--- src/rtl/pwl_pkg.sv ---
`timescale 1ns / 1ps

package pwl_pkg;

    localparam int LIST_DEPTH    = 16;
    localparam int ID_BITS       = 8;
    localparam int PRIORITY_BITS = 16;
    localparam int CNT_BITS      = $clog2(LIST_DEPTH + 1);

    localparam int OP_W  = 2;
    localparam int IDF_W = 8;
    localparam int PRF_W = 16;
    localparam int OCC_W = 5;

    typedef enum logic [OP_W-1:0] {
        OP_INSERT = 2'd0,
        OP_REMOVE = 2'd1,
        OP_QUERY  = 2'd2
    } pwl_op_t;

    typedef struct packed {
        logic [OP_W-1:0]  operation;
        logic [IDF_W-1:0] requester_id;
        logic             persistent;
        logic [PRF_W-1:0] priority_req;
    } pwl_in_t;

    typedef struct packed {
        logic             found;
        logic             overflow;
        logic [OCC_W-1:0] occupancy;
    } pwl_out_t;

    typedef struct packed {
        logic                     valid;
        logic [ID_BITS-1:0]       id;
        logic [PRIORITY_BITS-1:0] pri;
        logic                     pers;
    } pwl_entry_t;

    typedef struct packed {
        logic                     ins_en;
        logic                     rem_en;
        logic [ID_BITS-1:0]       id;
        logic [PRIORITY_BITS-1:0] pri;
        logic                     pers;
    } pwl_cmd_t;

    localparam pwl_entry_t ENTRY_EMPTY = '0;

endpackage

--- src/rtl/priority_wait_list_top.sv ---
`timescale 1ns / 1ps
// Sorted wait list built as a chain of LIST_DEPTH cells, one entry per cell.
// The result is registered and presented in the cycle after the input transfer.
// Throughput: one operation per cycle while the output is not stalled; every cell compares and shifts at once.
// Reset (rst_n, async, active low): list empty, no result pending.
// Every cell clears along with the occupancy counter; the output payload holds.

module priority_wait_list_top (
    input  logic              clk,
    input  logic              rst_n,
    input  logic              in_valid,
    output logic              in_ready,
    input  pwl_pkg::pwl_in_t  in_data,
    output logic              out_valid,
    input  logic              out_ready,
    output pwl_pkg::pwl_out_t out_data
);
    import pwl_pkg::*;

    pwl_entry_t          cell_entry [LIST_DEPTH];
    logic [LIST_DEPTH-1:0] cell_after;
    logic [LIST_DEPTH-1:0] cell_hit;

    pwl_cmd_t            cmd;
    logic                take;
    logic                full;
    logic                is_ins;
    logic                is_match;
    logic                chain_found;
    logic [CNT_BITS-1:0] count_reg;
    logic [CNT_BITS-1:0] count_next;
    logic                out_valid_reg;
    pwl_out_t            out_data_reg;
    pwl_out_t            out_data_next;

    assign in_ready  = !out_valid_reg || out_ready;
    assign take      = in_valid && in_ready;
    assign out_valid = out_valid_reg;
    assign out_data  = out_data_reg;

    assign full        = (count_reg == CNT_BITS'(LIST_DEPTH));
    assign chain_found = cell_hit[LIST_DEPTH-1];

    always_comb
    begin
        is_ins   = 1'b0;
        is_match = 1'b0;
        cmd.rem_en = 1'b0;
        unique case (in_data.operation)
            OP_INSERT:
            begin
                is_ins = 1'b1;
            end
            OP_REMOVE:
            begin
                is_match   = 1'b1;
                cmd.rem_en = take;
            end
            OP_QUERY:
            begin
                is_match = 1'b1;
            end
            default:
            begin
                is_ins = 1'b0;
            end
        endcase
        cmd.ins_en = take && is_ins && !full;
        cmd.id     = in_data.requester_id[ID_BITS-1:0];
        cmd.pri    = in_data.priority_req[PRIORITY_BITS-1:0];
        cmd.pers   = in_data.persistent;
    end

    for (genvar i = 0; i < LIST_DEPTH; i++)
    begin : g_cell
        pwl_entry_t left_e;
        pwl_entry_t right_e;
        logic       left_a;
        logic       left_h;

        if (i == 0)
        begin : g_head
            assign left_e = ENTRY_EMPTY;
            assign left_a = 1'b0;
            assign left_h = 1'b0;
        end
        else
        begin : g_body
            assign left_e = cell_entry[i-1];
            assign left_a = cell_after[i-1];
            assign left_h = cell_hit[i-1];
        end

        if (i == LIST_DEPTH - 1)
        begin : g_tail
            assign right_e = ENTRY_EMPTY;
        end
        else
        begin : g_next
            assign right_e = cell_entry[i+1];
        end

        pwl_cell u_cell (
            .clk         (clk),
            .rst_n       (rst_n),
            .cmd         (cmd),
            .left_entry  (left_e),
            .right_entry (right_e),
            .left_after  (left_a),
            .left_hit    (left_h),
            .entry       (cell_entry[i]),
            .after       (cell_after[i]),
            .hit         (cell_hit[i])
        );
    end

    always_comb
    begin
        count_next = count_reg;
        if (cmd.ins_en)
        begin
            count_next = count_reg + 1'b1;
        end
        else if (cmd.rem_en && chain_found)
        begin
            count_next = count_reg - 1'b1;
        end
        out_data_next.found     = is_match && chain_found;
        out_data_next.overflow  = is_ins && full;
        out_data_next.occupancy = OCC_W'(count_next);
    end

    always_ff @(posedge clk or negedge rst_n)
    begin
        if (!rst_n)
        begin
            count_reg     <= '0;
            out_valid_reg <= 1'b0;
        end
        else
        begin
            if (take)
            begin
                count_reg     <= count_next;
                out_valid_reg <= 1'b1;
            end
            else if (out_ready)
            begin
                out_valid_reg <= 1'b0;
            end
        end
    end

    always_ff @(posedge clk)
    begin
        if (take)
        begin
            out_data_reg <= out_data_next;
        end
    end

endmodule

--- src/rtl/pwl_cell.sv ---
`timescale 1ns / 1ps

module pwl_cell (
    input  logic                clk,
    input  logic                rst_n,
    input  pwl_pkg::pwl_cmd_t   cmd,
    input  pwl_pkg::pwl_entry_t left_entry,
    input  pwl_pkg::pwl_entry_t right_entry,
    input  logic                left_after,
    input  logic                left_hit,
    output pwl_pkg::pwl_entry_t entry,
    output logic                after,
    output logic                hit
);
    import pwl_pkg::*;

    pwl_entry_t entry_reg;
    pwl_entry_t entry_next;
    logic       load;

    // after: new entry goes at or before this slot
    assign after = !entry_reg.valid || (entry_reg.pri > cmd.pri);
    assign hit   = left_hit || (entry_reg.valid && entry_reg.id == cmd.id
                                && entry_reg.pers == cmd.pers);
    assign entry = entry_reg;

    always_comb
    begin
        entry_next = entry_reg;
        load       = 1'b0;
        if (cmd.ins_en && after)
        begin
            load = 1'b1;
            if (left_after)
            begin
                entry_next = left_entry;
            end
            else
            begin
                entry_next.valid = 1'b1;
                entry_next.id    = cmd.id;
                entry_next.pri   = cmd.pri;
                entry_next.pers  = cmd.pers;
            end
        end
        else if (cmd.rem_en && hit)
        begin
            load       = 1'b1;
            entry_next = right_entry;
        end
    end

    always_ff @(posedge clk or negedge rst_n)
    begin
        if (!rst_n)
        begin
            entry_reg <= ENTRY_EMPTY;
        end
        else if (load)
        begin
            entry_reg <= entry_next;
        end
    end

endmodule
--- config.mk ---
export PLATFORM = sky130hd
export DESIGN_NAME = priority_wait_list_top
export DESIGN_NICKNAME = d
export VERILOG_FILES = /design/src/rtl/pwl_pkg.sv /design/src/rtl/priority_wait_list_top.sv /design/src/rtl/pwl_cell.sv
export SDC_FILE = /design/constraint.sdc
export NUM_CORES = 2
export LEC_CHECK = 0
export ABC_AREA = 1
export BUFFER_PORTS_ARGS = -buffer_cell sky130_fd_sc_hd__buf_2
export CAP_MARGIN = 20
export CORE_AREA = 4 4 320 244
export DETAILED_ROUTE_END_ITERATION = 7
export DIE_AREA = 0 0 324 248
export PLACE_DENSITY_LB_ADDON = 0.08
export SKIP_CTS_REPAIR_TIMING = 1
export SLEW_MARGIN = 20
export SYNTH_ARGS = -nofsm -noshare
export SYNTH_HDL_FRONTEND = slang
export SYNTH_HIERARCHICAL = 1
export SYNTH_SLANG_ARGS = --single-unit
--- constraint.sdc ---
create_clock -name clk -period 4.5 [get_ports clk]
set_clock_uncertainty 0.05 [all_clocks]
set_input_delay 0.9 -clock clk [delete_from_list [all_inputs] [get_ports clk]]
set_output_delay 0.9 -clock clk [all_outputs]
set_load 0.02 [all_outputs]
# Word-level counts from Yosys, hierarchy flattened
# Index checks and enable logic that the tools add are counted.
[word_totals]
reg_bits = 429
input_bits = 31
output_inout_bits = 9
[classes]
add_sub_neg = 2
n_lt_le_gt_ge = 16
eq_ne = 35
mux = 86
n_reduce_logical = 154
[ops]
columns = ["op", "n"]
rows = [
  ["$mux W26", 47],
  ["$gt A16 B16 Y1", 16],
  ["$eq A8 B8 Y1", 16],
  ["$logic_and A1 B1 Y1", 69],
  ["$mux W1", 37],
  ["$reduce_bool A2 Y1", 17],
  ["$logic_or A1 B1 Y1", 32],
  ["$reduce_and A2 Y1", 16],
  ["$logic_not A1 Y1", 18],
  ["$eq A1 B1 Y1", 16],
  ["$mux W5", 2],
  ["$add A5 B1 Y5 const B", 1],
  ["$eq A5 B5 Y1 const B", 1],
  ["$sub A5 B1 Y5 const B", 1],
  ["$eq A2 B1 Y1 const B", 1],
  ["$eq A2 B2 Y1 const B", 1],
  ["$logic_not A2 Y1", 1],
  ["$reduce_or A2 Y1", 1],
]

# Longest topological paths before layout
[logic_depth]
word_depth = 22
mapped_depth = 27

# Hierarchy
# Netlist, hierarchy kept.
[modules_own_cells]
columns = ["module", "n_inst", "cells_each", "area_per_inst_um2", "seq_area_each_um2"]
rows = [
  ["pwl_cell (g_cell[0].u_cell ...)", 11, 345, 2282.2, 650.6],
  ["pwl_cell (g_cell[5].u_cell ...)", 5, 345, 2253.4, 650.6],
  ["priority_wait_list_top", 1, 90, 782.0, 360.3],
]

# Least setup slack after synthesis
# No wires, ideal clock.
[synth_path]
kind = "input to register"
from = "input in_data[17] (netlist bit)"
to = "register g_cell[15].u_cell.entry_reg, in the netlist g_cell[15].u_cell/entry[0]"
arrival_time_ns = 4.561
required_time_ns = 4.332
path_slack_ns = -0.228
cell_stages = 26
n_path_buf = 1
path_cell_list = "inv_1 > nand2_1 > nand2_1 > nor2_1 > o211ai_1 > o21bai_2 > o21bai_2 > o21bai_2 > o21bai_2 > o21bai_2 > o21bai_2 > o21bai_2 > o21bai_2 > o21bai_2 > o21bai_2 > o21bai_2 > o21bai_2 > o21bai_2 > o21bai_2 > o21bai_2 > o21bai_2 > nand2_1 > nand2_8 > buf_4 > nand3_1 > nand2_1"
[synth_via]
elab_chain_cells = 22
word_cells_on_any_way = 68
classes_between = "eq/ne (16); mux (2); reduce/logical (50)"
[synth_lines]
columns = ["item", "line", "text"]
rows = [
  ["start, declared", "priority_wait_list_top.sv:13", "input pwl_pkg::pwl_in_t in_data,"],
  ["$eq A8 B8 Y1 *", "pwl_cell.sv:23", "assign hit = left_hit || (entry_reg.valid && entry_reg.id == cmd.id"],
  ["$logic_and A1 B1 Y1 *", "pwl_cell.sv:23", ""],
  ["$logic_and A1 B1 Y1 *", "pwl_cell.sv:24", "&& entry_reg.pers == cmd.pers);"],
  ["net g_cell[1].left_h", "priority_wait_list_top.sv:79", "logic left_h;"],
  ["$logic_or A1 B1 Y1 *", "pwl_cell.sv:23", ""],
  ["net g_cell[2].left_h", "priority_wait_list_top.sv:79", ""],
  ["$logic_or A1 B1 Y1 *", "pwl_cell.sv:23", ""],
  ["net g_cell[3].left_h", "priority_wait_list_top.sv:79", ""],
  ["[... 1 more ...]", "--", ""],
  ["net g_cell[4].left_h", "priority_wait_list_top.sv:79", ""],
  ["[... 1 more ...]", "--", ""],
  ["net g_cell[5].left_h", "priority_wait_list_top.sv:79", ""],
  ["[... 1 more ...]", "--", ""],
  ["net g_cell[6].left_h", "priority_wait_list_top.sv:79", ""],
  ["[... 1 more ...]", "--", ""],
  ["net g_cell[7].left_h", "priority_wait_list_top.sv:79", ""],
  ["[... 1 more ...]", "--", ""],
  ["net g_cell[8].left_h", "priority_wait_list_top.sv:79", ""],
  ["[... 1 more ...]", "--", ""],
  ["net g_cell[9].left_h", "priority_wait_list_top.sv:79", ""],
  ["[... 1 more ...]", "--", ""],
  ["net g_cell[10].left_h", "priority_wait_list_top.sv:79", ""],
  ["[... 1 more ...]", "--", ""],
  ["net g_cell[11].left_h", "priority_wait_list_top.sv:79", ""],
  ["[... 1 more ...]", "--", ""],
  ["net g_cell[12].left_h", "priority_wait_list_top.sv:79", ""],
  ["[... 1 more ...]", "--", ""],
  ["net g_cell[13].left_h", "priority_wait_list_top.sv:79", ""],
  ["[... 1 more ...]", "--", ""],
  ["net g_cell[14].left_h", "priority_wait_list_top.sv:79", ""],
  ["$logic_or A1 B1 Y1 *", "pwl_cell.sv:23", ""],
  ["net g_cell[15].left_h", "priority_wait_list_top.sv:79", ""],
  ["$logic_or A1 B1 Y1 *", "pwl_cell.sv:23", ""],
  ["net chain_found", "priority_wait_list_top.sv:29", "logic chain_found;"],
  ["$logic_and A1 B1 Y1 *", "pwl_cell.sv:46", "else if (cmd.rem_en && hit)"],
  ["$mux W1", "pwl_cell.sv:46", ""],
  ["$mux W1", "pwl_cell.sv:31", "if (cmd.ins_en && after)"],
  ["$reduce_and A2 Y1 (no line) *", "--", ""],
  ["end signal, assigned", "pwl_cell.sv:61", "entry_reg <= entry_next;"],
  ["end, declared", "pwl_cell.sv:17", "pwl_entry_t entry_reg;"],
]
# The timed path passes the listed nets; every way through them passes the cells marked *.
# A chain may end at the register's enable or synchronous reset.

# Final worst setup path
[layout_path]
from = "input in_data[20] (netlist bit)"
to = "register g_cell[15].u_cell.entry_reg, in the netlist g_cell[15].u_cell/entry[12]"
# Same word-level chain as after synthesis.

==> impl_summary.txt <==
----------------------------------------------------
[Power and ir drop]
  Switching power summed over all nets ... 11.7 mW
  Power share of the combinational group ... 47.8%
  Power per cell area ... ~590 nW/um2
  Share of total power consumed by net switching ... between 40% and 50%
  Maximum resistive drop on vdd ... slightly below 0.4 mV
  Register share of total power ... approximately a third
  Total power ... approximately 24 mW
  LEAKAGE ... between 20 and 25 nW
  Internal Power ... between 10 and 15 mW
  Clock share of power ... ~18%

[Routing]
  Final wirelength ... about 120 mm
  DRC ... 0
  Number of antenna-violating nets in the routed design ... 0
  Met3 layer wire length in the routed design ... approximately 9.6 mm
  Average wire length per cell after detail routing ... ~18 um
  Length of routed wiring on met1 ... about 60 mm
  First-iteration detailed-routing DRC count ... approximately 3,500
  Vias after detailed routing ... 35,700
  Uppermost layer routed ... met4
  First-pass iteration count of the detailed router ... 5
  Ratio of routed vias to standard cells ... around 5.4
  Met2 routed WL ... approximately 48 mm

[STA]
  Final number of hold-violating endpoints ... 0
  Final critical-path share of the clock period ... between 90% and 100%
  Endpoints failing setup ... 0
  Tmin final ... ~4.4 ns
  Slew margin rel. ... a little over a third
  Transition time at the pin with the least slew margin ... between 0.9 and 1 ns
  Setup repair after global routing missed its margin ... true
  Peak Freq ... ~230 MHz
  Max Transition Viols Final ... 0

[Critical path]
  Crit path kind ... input port to flop
  Critical Path End Type ... flop
  Most numerous cell on the critical path ... sky130_fd_sc_hd__o21bai_4
  Data arrival at the endpoint of the critical path ... just under 5 ns
  Kind of launch point of the worst setup path ... input port
  Critical path buffers and inverters ... 3
  Largest delay contributor family on the critical path ... compound AO/OA/AOI/OAI gates
  Critical R2R Launch ... g_cell[0].u_cell/entry[21]
  Required @ worst endpoint ... 4.96 ns
  Launching instance or port of the critical path ... in_data[20]
  Count of cells along the worst register-to-register path ... 24
  Endpoint of the most critical register-to-register path ... g_cell[15].u_cell/entry[12]
  Maximum fanout along the worst path ... 7
  Largest stage delay, worst path ... 0.24 ns
  Setup slack of the most critical reg-to-reg path ... about 0.09 ns
  Slowest CP cell ... sky130_fd_sc_hd__o21bai_4

[Yosys]
  Post-synthesis instance area ... between 30,000 and 40,000 um2
  Synthesized area per cell ... between 6 and 7 um2
  Post-Syn Instances ... roughly 5,600
  Yosys cell types ... 36
  Count of yosys warnings during synthesis ... 6
  Number of synthesized register bits ... 429
  Sequential-to-total area share from yosys stat ... between 20% and 30%

[CTS]
  Clock Pin Slew Worst Setup and Hold Paths ... ~0.060 ns
  Total clock buffers created by CTS ... slightly above 50
  Number of levels in the clock H-tree ... 2
  Worst-Skew Late Latency ... between 0.6 and 0.7 ns
  CTS sink count ... roughly 430
  CTS tree ... yes
  Maximum buffer depth of the clock tree ... 3
  Cell chosen for the clock root ... sky130_fd_sc_hd__clkbuf_16

[Global routing]
  Via count of the first global-routing pass ... between 30,000 and 40,000
  Global-route total usage across every layer ... between 20 and 30%
  Antenna violations before repair ... 0
  Overflow left after global routing ... 0
  Maximum number of pins on one net before global-route repair ... just over 80
  First-pass GRT wire length ... approximately 190 mm

[Die]
  Height of the chip ... approximately 250 um
  Ports ... 40
  Initial Utilization ... between 40% and 50%
  Standard cell core area ... 74,700 um2
  Die Outline Area ... 80,400 um2
  Number of standard-cell rows in the floorplan ... 87
  Horiz. Die Dim ... about 320 um

[Place]
  Area post-placement ... about 39,000 um2
  Quantity of I/O buffers inserted on ports ... 39
  Routability congestion estimate ... 0.911
  Post-DP HPWL ... approximately 89 mm

[Finish]
  Share of post-route cells with drive strength above 1 ... 9.03%
  Layout-stage area growth over the synthesis result ... 9.04%
  Post-layout instance area ... 40,500 um2
  Nets ... between 5,000 and 6,000
  Antenna fix cells ... 0
  Largest register FFs ... between 400 and 500

[Run]
  Maxcap violations ... 0

[Status]
  Run status ... finished, final reports clean

[Hold path]
  Hold crit path type ... input port to asynchronous set/reset pin

----------------------------------------------------
-- through the flow --
stage / setup WS [ns] / hold WS (ns) / util [%] / cells / setup TNS [ns]
detailed placement: -0.738 / 0.453 / 51.8 / 6574 / -53.62
global route: -0.0334 / 0.265 / 54.3 / 6670 / -0.341
finish: 0.0587 / 0.230 / 54.3 / 6670 / 0
CTS: -0.0644 / 0.231 / 54.1 / 6667 / -1.05
global placement: -0.681 / 0.455 / 51.8 / 6574 / -48.20
floorplan: 0.0115 / 0.419 / - / 5663 / 0
-- worst max-delay path by stage --
stage | endpoint | slack (ns) | cells after the start
3_5_place_dp | g_cell[15].u_cell/entry[13] | -0.74 | 28
2_1_floorplan | g_cell[15].u_cell/entry[23] | 0.01 | 26
5_1_grt | g_cell[15].u_cell/entry[9] | -0.03 | 24
4_1_cts | g_cell[15].u_cell/entry[13] | -0.06 | 28
6_report | g_cell[15].u_cell/entry[12] | 0.06 | 27
3_3_place_gp | g_cell[15].u_cell/entry[11] | -0.68 | 28
-- cell usage after synthesis, drive strengths merged --
| cell | count | area, um2 |
|---|---|---|
| buf | 177 | 1210 |
| a21o | 16 | 120 |
| nand3 | 889 | 4470 |
| a21oi | 112 | 561 |
| o21bai | 16 | 180 |
| nor3 | 16 | 160 |
| nand2 | 2024 | 8540 |
| xnor2 | 16 | 140 |
| edfxtp | 7 | 210 |
| nand4 | 17 | 113 |
| ha | 260 | 3250 |
| dfrtp | 422 | 10600 |
| o21ai | 352 | 1760 |
| o211ai | 16 | 120 |
| mux2i | 96 | 961 |
| clkbuf | 80 | 300 |
| inv | 861 | 3300 |
| xor2 | 52 | 455 |
| nor2 | 164 | 628 |
| conb | 1 | 3.75 |
| o22ai | 16 | 100 |
-- cell usage in the layout, fill, tap and decap left out, types with 96 or more instances in the layout --
cell type	n
sky130_fd_sc_hd__inv_1	837
sky130_fd_sc_hd__nand3_1	877
sky130_fd_sc_hd__mux2i_1	96
sky130_fd_sc_hd__a21oi_1	112
sky130_fd_sc_hd__buf_4	137
sky130_fd_sc_hd__nand2_1	1854
sky130_fd_sc_hd__ha_1	260
sky130_fd_sc_hd__nor2_1	161
sky130_fd_sc_hd__o21ai_0	336
sky130_fd_sc_hd__nand2_2	120
sky130_fd_sc_hd__dfrtp_1	422
-- cell type report --
class                           count  area, um2
Sequential cell                   429      10800
Multi-Input combinational cell   4116      22000
Fill cell                        7534      34200
Clock inverter                     13        129
Inverter                          861       3330
Timing Repair Buffer              192       1580
Clock buffer                       80       1530
Tap cell                          979       1220
-- kinds of logic after synthesis --
kind of cell	count (synthesis)	synth area share (%)
fa+ha+maj	260	8.76
simple gates	3110	37.4
compound gates	528	7.65
mux	96	2.59
other cells	1	0.0101
xor+xnor	68	1.60
buf+inv	1118	13.0
flops	429	29.0
-- worst register-to-register path: cells and delay by family, from the launching register on --
| family | cells | cell delay, ns |
|---|---|---|
| AOI/OAI and AO/OA | 16 | 2.94 |
| xor gates and xnor gates | 1 | 0.17 |
| buffers and inverters | 1 | 0.21 |
| DFF | 1 | 0.42 |
| and+or+nand+nor | 6 | 0.51 |
-- routing by layer --
| metal | track usage, % | vias to the layer above |
|---|---|---|
| li1 | - | 17800 |
| met4 | 7.15 | 0 |
| met1 | 46.6 | 16600 |
| met2 | 42.4 | 1138 |
| met5 | 0 | - |
| met3 | 5.54 | 158 |
-- power by group through the flow --
stage / combinational (mW) / clock [mW] / sequential, mW
after floorplan: 8.79 / 0 / 7.06
after global placement: 11.1 / 0 / 8.25
after detailed placement: 11.2 / 0 / 8.22
after CTS: 11.3 / 4.36 / 8.18
after global routing: 13.1 / 4.52 / 8.48
final: 11.4 / 4.26 / 8.24
Note: power is estimated with default switching activity, not from simulation.
